## src/wbps_pkg.sv

```systemverilog
// ----------------------------------------------------------------------------
// wbps_pkg
// Shared types and constants for the wildcard byte pattern scanner.
// ----------------------------------------------------------------------------
`default_nettype none

package wbps_pkg;

	localparam int BYTE_W      = 8;
	localparam int STORE_BYTES = 16;   // pattern bytes held by the register file
	localparam int POS_W       = 4;    // index of a pattern position
	localparam int LEN_W       = 5;    // width of the pattern length register
	localparam int REG_W       = 64;   // widest configuration register
	localparam int ADDR_W      = 64;
	localparam int OFF_OUT_W   = 32;   // match offset as reported
	localparam int IDX_W       = 3;

	// configuration register indexes
	localparam logic [IDX_W-1:0] REG_PATTERN_LOW  = 3'd0;
	localparam logic [IDX_W-1:0] REG_PATTERN_HIGH = 3'd1;
	localparam logic [IDX_W-1:0] REG_WILDCARD     = 3'd2;
	localparam logic [IDX_W-1:0] REG_LENGTH       = 3'd3;
	localparam logic [IDX_W-1:0] REG_BASE         = 3'd4;

	typedef logic [BYTE_W-1:0] byte_t;
	typedef logic [STORE_BYTES-1:0][BYTE_W-1:0] window_t;

	// pattern re-ordered so that entry j lines up with the byte j beats back
	typedef struct packed {
		window_t                  apat;
		logic [STORE_BYTES-1:0]   dc;       // position matches anything
		logic [POS_W-1:0]         len_m1;
		logic [ADDR_W-1:0]        base_adj; // base address less (length - 1)
	} cfg_t;

	typedef struct packed {
		logic                 found;
		logic [ADDR_W-1:0]    address;
		logic [OFF_OUT_W-1:0] offset;
	} res_t;

endpackage

`default_nettype wire

```

## src/wbps_cfg.sv

```systemverilog
// ----------------------------------------------------------------------------
// wbps_cfg
// Configuration registers and the length-aligned view of the pattern.
// ----------------------------------------------------------------------------
`default_nettype none

module wbps_cfg #(
	parameter int MAX_PATTERN = 16
) (
	input  wire logic                        clk,
	input  wire logic                        arst_n,
	input  wire logic                        cfg_we,
	input  wire logic [wbps_pkg::IDX_W-1:0]  cfg_index,
	input  wire logic [wbps_pkg::REG_W-1:0]  cfg_data,
	output wbps_pkg::cfg_t                   cfg
);
	import wbps_pkg::*;

	localparam int LIM = (MAX_PATTERN < STORE_BYTES) ? MAX_PATTERN : STORE_BYTES;

	logic [REG_W-1:0]       pat_lo_q;
	logic [REG_W-1:0]       pat_hi_q;
	logic [STORE_BYTES-1:0] mask_q;
	logic [POS_W-1:0]       len_m1_q;
	logic [ADDR_W-1:0]      base_q;
	logic [LEN_W-1:0]       len_wr;
	logic [LEN_W-1:0]       len_clip;
	logic [2*REG_W-1:0]     pat_all;

	// zero counts as one, anything above the limit as the limit
	always_comb begin
		len_wr = cfg_data[LEN_W-1:0];
		if (len_wr == '0) begin
			len_clip = LEN_W'(1);
		end else if (len_wr > LEN_W'(LIM)) begin
			len_clip = LEN_W'(LIM);
		end else begin
			len_clip = len_wr;
		end
	end

	always_ff @(posedge clk or negedge arst_n) begin
		if (!arst_n) begin
			pat_lo_q <= '0;
			pat_hi_q <= '0;
			mask_q   <= '0;
			len_m1_q <= '0;
			base_q   <= '0;
		end else if (cfg_we) begin
			case (cfg_index)
				REG_PATTERN_LOW:  pat_lo_q <= cfg_data;
				REG_PATTERN_HIGH: pat_hi_q <= cfg_data;
				REG_WILDCARD:     mask_q   <= cfg_data[STORE_BYTES-1:0];
				REG_LENGTH:       len_m1_q <= POS_W'(len_clip - LEN_W'(1));
				REG_BASE:         base_q   <= cfg_data;
				default:          ;
			endcase
		end
	end

	assign pat_all = {pat_hi_q, pat_lo_q};

	// position j of the window is pattern byte (length - 1 - j)
	always_comb begin
		logic [POS_W-1:0] k;
		for (int j = 0; j < STORE_BYTES; j++) begin
			k = len_m1_q - POS_W'(j);
			cfg.apat[j] = pat_all[k*BYTE_W +: BYTE_W];
			cfg.dc[j]   = (POS_W'(j) > len_m1_q) | mask_q[k];
		end
		cfg.len_m1   = len_m1_q;
		cfg.base_adj = base_q - ADDR_W'(len_m1_q);
	end

endmodule

`default_nettype wire

```

## src/wbps_match.sv

```systemverilog
// ----------------------------------------------------------------------------
// wbps_match
// Masked parallel compare of the byte window against the aligned pattern.
// ----------------------------------------------------------------------------
`default_nettype none

module wbps_match (
	input  wire wbps_pkg::window_t              win,
	input  wire wbps_pkg::window_t              apat,
	input  wire logic [wbps_pkg::STORE_BYTES-1:0] dc,
	output logic                                 hit
);
	import wbps_pkg::*;

	logic [STORE_BYTES-1:0] pos_ok;

	always_comb begin
		for (int j = 0; j < STORE_BYTES; j++) begin
			pos_ok[j] = dc[j] | (win[j] == apat[j]);
		end
	end

	assign hit = &pos_ok;

endmodule

`default_nettype wire

```

## src/wbps_scan.sv

```systemverilog
// ----------------------------------------------------------------------------
// wbps_scan
// Byte window, stream offset counter and first-match latch for one region.
// ----------------------------------------------------------------------------
`default_nettype none

module wbps_scan #(
	parameter int MAX_PATTERN = 16,
	parameter int OFFSET_BITS = 32
) (
	input  wire logic                     clk,
	input  wire logic                     arst_n,
	input  wire logic                     step,
	input  wire logic [wbps_pkg::BYTE_W-1:0] cur,
	input  wire logic                     last,
	input  wire wbps_pkg::cfg_t           cfg,
	output wbps_pkg::res_t                res
);
	import wbps_pkg::*;

	localparam int LIM = (MAX_PATTERN < STORE_BYTES) ? MAX_PATTERN : STORE_BYTES;
	localparam int RD  = (LIM > 1) ? LIM - 1 : 1;

	byte_t                  recent_q [RD];
	logic [OFFSET_BITS-1:0] seen_q;
	logic                   latched_q;
	logic [OFFSET_BITS-1:0] first_off_q;
	logic [ADDR_W-1:0]      first_addr_q;

	window_t                win;
	logic                   win_hit;
	logic                   hit;
	logic                   latched_n;
	logic [OFFSET_BITS-1:0] cand_off;
	logic [ADDR_W-1:0]      cand_addr;
	logic [OFFSET_BITS-1:0] off_n;
	logic [ADDR_W-1:0]      addr_n;

	// window entry j is the byte j beats back, entry 0 the current one
	assign win[0] = cur;
	for (genvar j = 1; j < STORE_BYTES; j++) begin : g_win
		if (j < LIM) begin : g_used
			assign win[j] = recent_q[j-1];
		end else begin : g_unused
			assign win[j] = '0;
		end
	end

	wbps_match u_match (
		.win  (win),
		.apat (cfg.apat),
		.dc   (cfg.dc),
		.hit  (win_hit)
	);

	always_comb begin
		hit       = win_hit && !latched_q && (seen_q >= OFFSET_BITS'(cfg.len_m1));
		cand_off  = seen_q - OFFSET_BITS'(cfg.len_m1);
		cand_addr = cfg.base_adj + ADDR_W'(seen_q);
		latched_n = latched_q | hit;
		off_n     = hit ? cand_off  : first_off_q;
		addr_n    = hit ? cand_addr : first_addr_q;

		res.found   = latched_n;
		res.offset  = latched_n ? OFF_OUT_W'(off_n) : '0;
		res.address = latched_n ? addr_n : '0;
	end

	always_ff @(posedge clk or negedge arst_n) begin
		if (!arst_n) begin
			for (int i = 0; i < RD; i++) begin
				recent_q[i] <= '0;
			end
			seen_q    <= '0;
			latched_q <= 1'b0;
		end else if (step) begin
			if (last) begin
				for (int i = 0; i < RD; i++) begin
					recent_q[i] <= '0;
				end
				seen_q    <= '0;
				latched_q <= 1'b0;
			end else begin
				recent_q[0] <= cur;
				for (int i = 1; i < RD; i++) begin
					recent_q[i] <= recent_q[i-1];
				end
				// offset saturates at all ones
				if (seen_q != '1) begin
					seen_q <= seen_q + OFFSET_BITS'(1);
				end
				latched_q <= latched_n;
			end
		end
	end

	always_ff @(posedge clk) begin
		if (step && hit) begin
			first_off_q  <= cand_off;
			first_addr_q <= cand_addr;
		end
	end

endmodule

`default_nettype wire

```

## src/wildcard_byte_pattern_scanner.sv

```systemverilog
// ----------------------------------------------------------------------------
// wildcard_byte_pattern_scanner
// Finds the first occurrence of a wildcard byte pattern in a byte stream.
// ----------------------------------------------------------------------------
// Takes one byte per beat on the slave side; a beat with tlast closes the
// region and produces one result beat: found in tuser, the start offset of
// the first match and base address plus that offset in tdata (both zero when
// nothing matched). Throughput is one byte per clock while the input does
// not stall; a result beat is valid from the clock edge that moves its last
// byte out of the input register. Each byte goes through an input register
// and then a single masked compare of a 16-byte window against the pattern,
// so a match is tested on every byte. The input stalls only when a last byte
// sits in the input register while the previous result has not been taken.
// The stream offset saturates at 2^OFFSET_BITS - 1.
`default_nettype none

module wildcard_byte_pattern_scanner #(
	parameter int MAX_PATTERN = 16,
	parameter int OFFSET_BITS = 32
) (
	input  wire logic         clk,
	input  wire logic         arst_n,
	// configuration
	input  wire logic         cfg_we,
	input  wire logic [2:0]   cfg_index,
	input  wire logic [63:0]  cfg_data,
	// byte stream
	input  wire logic         s_axis_tvalid,
	output logic              s_axis_tready,
	input  wire logic [7:0]   s_axis_tdata,   // [7:0] data_byte
	input  wire logic         s_axis_tlast,   // last_byte
	// result
	output logic              m_axis_tvalid,
	input  wire logic         m_axis_tready,
	output logic [95:0]       m_axis_tdata,   // [31:0] match_offset, [95:32] match_address
	output logic              m_axis_tuser    // found
);
	import wbps_pkg::*;

	cfg_t  cfg;
	res_t  res;
	res_t  res_q;
	logic  out_valid_q;
	logic  valid_s1;
	byte_t byte_s1;
	logic  last_s1;
	logic  step;

	wbps_cfg #(
		.MAX_PATTERN (MAX_PATTERN)
	) u_cfg (
		.clk       (clk),
		.arst_n    (arst_n),
		.cfg_we    (cfg_we),
		.cfg_index (cfg_index),
		.cfg_data  (cfg_data),
		.cfg       (cfg)
	);

	// a plain byte always moves on; a last byte needs a free result slot
	assign step          = valid_s1 && (!last_s1 || !out_valid_q || m_axis_tready);
	assign s_axis_tready = !valid_s1 || step;

	always_ff @(posedge clk or negedge arst_n) begin
		if (!arst_n) begin
			valid_s1 <= 1'b0;
		end else if (s_axis_tready) begin
			valid_s1 <= s_axis_tvalid;
		end
	end

	always_ff @(posedge clk) begin
		if (s_axis_tvalid && s_axis_tready) begin
			byte_s1 <= s_axis_tdata[BYTE_W-1:0];
			last_s1 <= s_axis_tlast;
		end
	end

	wbps_scan #(
		.MAX_PATTERN (MAX_PATTERN),
		.OFFSET_BITS (OFFSET_BITS)
	) u_scan (
		.clk    (clk),
		.arst_n (arst_n),
		.step   (step),
		.cur    (byte_s1),
		.last   (last_s1),
		.cfg    (cfg),
		.res    (res)
	);

	always_ff @(posedge clk or negedge arst_n) begin
		if (!arst_n) begin
			out_valid_q <= 1'b0;
		end else if (step && last_s1) begin
			out_valid_q <= 1'b1;
		end else if (m_axis_tready) begin
			out_valid_q <= 1'b0;
		end
	end

	always_ff @(posedge clk) begin
		if (step && last_s1) begin
			res_q <= res;
		end
	end

	assign m_axis_tvalid = out_valid_q;
	assign m_axis_tuser  = res_q.found;
	assign m_axis_tdata  = {res_q.address, res_q.offset};

	// a result beat only follows a last byte leaving the input register
	a_result_from_last: assert property (@(posedge clk) disable iff (!arst_n)
		$rose(m_axis_tvalid) |-> $past(step && last_s1))
		else $error("result beat without a closing byte");

	// no match means zero offset and address
	a_empty_result: assert property (@(posedge clk) disable iff (!arst_n)
		(m_axis_tvalid && !m_axis_tuser) |-> (m_axis_tdata == '0))
		else $error("non-zero data on a not-found result");

	// back-pressure only from a waiting result
	a_stall_cause: assert property (@(posedge clk) disable iff (!arst_n)
		!s_axis_tready |-> (valid_s1 && last_s1 && out_valid_q && !m_axis_tready))
		else $error("input stalled without a pending result");

endmodule

`default_nettype wire

```

## config.mk

```make
export PLATFORM = sky130hd
export DESIGN_NAME = wildcard_byte_pattern_scanner
export DESIGN_NICKNAME = d
export VERILOG_FILES = /design/src/wbps_pkg.sv /design/src/wbps_cfg.sv /design/src/wbps_match.sv /design/src/wbps_scan.sv /design/src/wildcard_byte_pattern_scanner.sv
export SDC_FILE = /design/constraint.sdc
export NUM_CORES = 1
export LEC_CHECK = 0
export BUFFER_PORTS_ARGS = -buffer_cell sky130_fd_sc_hd__buf_2
export CAP_MARGIN = 15
export CORE_MARGIN = 4
export CORE_UTILIZATION = 60
export CTS_CLUSTER_DIAMETER = 30
export CTS_CLUSTER_SIZE = 14
export DETAILED_ROUTE_END_ITERATION = 16
export PLACE_DENSITY_LB_ADDON = 0.15
export RECOVER_POWER = 50
export SETUP_SLACK_MARGIN = 0.2
export SLEW_MARGIN = 5
export SYNTH_ARGS = -nofsm -noshare
export SYNTH_HDL_FRONTEND = slang
export SYNTH_SLANG_ARGS = --single-unit
export TNS_END_PERCENT = 10
```

## constraint.sdc

```tcl
create_clock -name clk -period 14.8 [get_ports clk]
set_input_delay 0 -clock clk [delete_from_list [all_inputs] [get_ports clk]]
set_output_delay 0 -clock clk [all_outputs]
set_load 0.02 [all_outputs]
```

==> results.toml <==
[global_routing]
globalRouteOverflowTotal = 0
grt_pass1_vias = 26400
grt_usage = 0.348
grt_pass1_wl_um = 166000
grt_max_degree = 107
antenna_found_initial = 2

[logic_synthesis]
synth_top_area_frac = 0.260
yosys_most_used_dff = "dfrtp_1"
synthCells = 2907
ys_ff_latch = 569
yosys_warnings = 0
synth_nets = 3103
synth_enable_flop_cells = 202
seq_area_frac_synth = 0.431
synth_top_area_cell = "dfrtp_1"
synthTopCellsByArea = "dfrtp_1, edfxtp_1, mux4_2"
syn_area_per_cell_um2 = 12.2
async_flop_share = 0.645
synth_cell_types = 77
netlist_area_um2 = 35400

[sta]
fin_crit_ns = 10.37
drv_slew = 841
setup_viol = 0
rsz0062_at_grt = "false"
tns_ns = 0
hold_viol = 0
worstMarginPinSlew_ns = 4.34
max_freq_ghz = 0.0964
skew_ns = 0.0344
final.period_utilization = 0.701
slew_headroom = -1.89

[worst_setup_path]
cp_num_buf_inv = 6
max_stage_delay_ns = 3.03
r2r_slack_ns = 4.43
critical_path.endpoint_type = "register"
crit_start = "u_cfg.len_m1_q[2]"
worstSetupPathType = "reg2reg"
critPathTopFamily = "buffers and inverters"
slowest_stage = "clkbuf_1"
worst_r2r_path_depth = 17
cp_max_fo = 68
r2r_start = "u_cfg.len_m1_q[2]"
worst_ep_arrival_time_ns = 10.64
startpoint_type = "register"
worst-path-stages = 17
cp_cell_sequence = "clkbuf_1, inv_2, ha_2, buf_4, mux4_2, mux2i_1, mux2i_1, xnor2_1, nand4_1, o21ai_0, nand3_1, nor4b_2, or4b_1, buf_4, nor2_4, buf_4, buf_4"
worstSetupEndpoint = "u_scan.first_off_q[30]"
crit_top_cell = "buf_4"
required_ns = 15.06
r2r-end = "u_scan.first_off_q[30]"

[pwr]
p_per_area_nw_per_um2 = 194
clockPowerShare = 0.321
p_comb_frac = 0.420
leakage_nw = 17.1
seqPwrFrac = 0.259
switching_share = 0.371
ir_drop_uv = 138
p_switching_mw = 2.99
p_int_mw = 5.06

[route]
dr.first_iter.drc_count = 3478
viasPerCell = 6.71
drc = 0
wirelength_um = 111000
num_vias = 26900
wl_per_cell_um = 27.6
ant_nets = 0
drt-pass1-iter-count = 6

[placed_design]
io_buffer_count = 179
place_area_um2 = 36900
dp_hpwl_um = 80800
globalplace.congestion = 1.09

[clock_network]
cts-htree-levels = 3
root_buffer = "clkbuf_16"
clkSinkCount = 569
cts_buffer_depth = 3
clkLatencyLatePin_ns = 0.68
cts_buffers = 109
clk_pin_slew_ns = 0.05
tritoncts = "done"

[finish]
final_nets = 3343
syn2layout_area_growth_pct = 17.4
final_cell_area_um2 = 41500
fill_cells = 4048
drive_gt1_frac = 0.223

[die]
die_h_um = 251
row_count = 88
die_w_um = 251
boundaryPins = 180
initial_core_util = 0.610
core_um2 = 58000
dieArea_um2 = 62900

[hold_path]
hold_start = "s_axis_tdata[4]"
hold_class = "in2reg"

[status]
violations = "capacitance limit, slew limit"
outcome = "finished with violations"

[flow_run]
cap_violations = 13
cell type report:
class / count / area, µm² / share of cell area
Antenna cell: 2 / 5.00 / 0.000120
Tap cell: 765 / 957 / 0.0230
Clock inverter: 76 / 853 / 0.0205
Multi-Input combinational cell: 1974 / 18800 / 0.452
Timing Repair Buffer: 303 / 1880 / 0.0454
Sequential cell: 569 / 15300 / 0.367
Inverter: 190 / 714 / 0.0172
Clock buffer: 132 / 3100 / 0.0747
through the flow:
| stage | std cells | power [mW] | hold slack [ns] | utilization | setup slack [ns] |
|---|---|---|---|---|---|
| floorplan | 2907 | 4.41 | -0.296 | - | 5.00 |
| global placement | 3714 | 5.27 | 0.00379 | 0.636 | 7.87 |
| detailed placement | 3714 | 5.34 | 0.000931 | 0.636 | 7.70 |
| CTS | 4008 | 7.97 | 0.00106 | 0.719 | 7.70 |
| global route | 4011 | 8.37 | 0.0669 | 0.716 | 3.81 |
| finish | 4011 | 8.05 | 0.0577 | 0.716 | 4.43 |
cells in the mapped netlist, types with 15 or more instances:
| master | n |
|---|---|
| mux2_2 | 167 |
| clkbuf_1 | 103 |
| nor3_1 | 29 |
| edfxtp_1 | 202 |
| nand4_1 | 57 |
| nor2_1 | 99 |
| ha_1 | 110 |
| o21ai_0 | 121 |
| buf_1 | 18 |
| mux2i_1 | 144 |
| xnor2_1 | 197 |
| dfrtp_1 | 367 |
| nand3_1 | 37 |
| mux2_1 | 15 |
| nand2_1 | 171 |
| a21o_1 | 42 |
| buf_2 | 37 |
| inv_1 | 186 |
| buf_4 | 15 |
| a22o_1 | 209 |
| a21oi_1 | 102 |
| xor2_1 | 51 |
| mux4_2 | 226 |
sequential cells by signal, summed over array words and instances, names as in the netlist, 4 cells and up:
| name | flops |
|---|---|
| u_cfg.pat_lo_q | 64 |
| u_scan.seen_q | 32 |
| u_cfg.mask_q | 16 |
| u_scan.first_off_q | 32 |
| u_scan.first_addr_q | 64 |
| u_cfg.base_q | 64 |
| m_axis_tdata | 96 |
| u_cfg.pat_hi_q | 64 |
| u_cfg.len_m1_q | 4 |
| u_scan.recent_q | 120 |
| byte_s1 | 8 |
placed cells by master, fill, tap and decap left out, drive strengths merged, types with 57 or more instances in the layout:
master,netlist,layout
o21ai,127,127
mux2,182,182
xnor2,199,199
nor2,99,99
nand4,57,57
a21oi,102,102
inv,189,197
ha,110,110
dfrtp,367,367
clkbuf,103,248
dlygate4sd3,0,85
buf,71,102
nand2,171,171
mux4,226,226
edfxtp,202,202
mux2i,144,144
a22o,209,209
worst min-delay path by stage:
| stage | slack, ns | end | cells after the start |
|---|---|---|---|
| final | 0.06 | byte_s1[4] | 2 |
| after global routing | 0.07 | byte_s1[6] | 2 |
| after global placement | 0.004 | u_scan.seen_q[19] | 1 |
| after detailed placement | 0.0009 | u_scan.seen_q[19] | 1 |
| after CTS | 0.001 | u_cfg.base_q[15] | 5 |
| after floorplan | -0.30 | m_axis_tvalid | 0 |
power by group through the flow:
| stage | Sequential (mW) | Combinational, mW | Clock (mW) |
|---|---|---|---|
| finish | 2.08 | 3.38 | 2.58 |
| global route | 2.09 | 3.58 | 2.69 |
| CTS | 2.06 | 3.30 | 2.61 |
| detailed placement | 2.09 | 3.25 | 0 |
| global placement | 2.07 | 3.20 | 0 |
| floorplan | 1.99 | 2.43 | 0 |
worst reg2reg max path: cells and delay by family (launching register included):
family,cells,cell delay [ns]
AO/OA/AOI/OAI,1,0.18
flip-flops,1,0.34
XOR/XNOR,1,0.17
multiplexers,3,1.16
buffers and inverters,6,6.19
AND/OR/NAND/NOR,5,1.10
adder cells (fa/ha/maj),1,0.74
repair_timing:
item,4_1_cts,5_1_grt
gates resized for setup,0,0
endpoints found under the hold margin,296,0
buffers inserted,0,0
hold buffers,86,0
per-layer routing:
metal,share of wire,GRT usage
met1,0.40,0.499
met2,0.43,0.506
met3,0.12,0.0967
met4,0.048,0.144
met5,0,0
cell families (layout without fill, tap and decap cells):
logic type	after synthesis	after routing	share of synthesized area
multiplexers	552	552	0.242
other	0	2	0
buffers and inverters	364	701	0.0417
XOR/XNOR	250	250	0.0623
AND/OR/NAND/NOR	476	476	0.0645
adder cells (fa/ha/maj)	115	115	0.0417
AO/OA/AOI/OAI	581	581	0.116
flip-flops	569	569	0.431
Note: power is estimated with default switching activity, not from simulation.
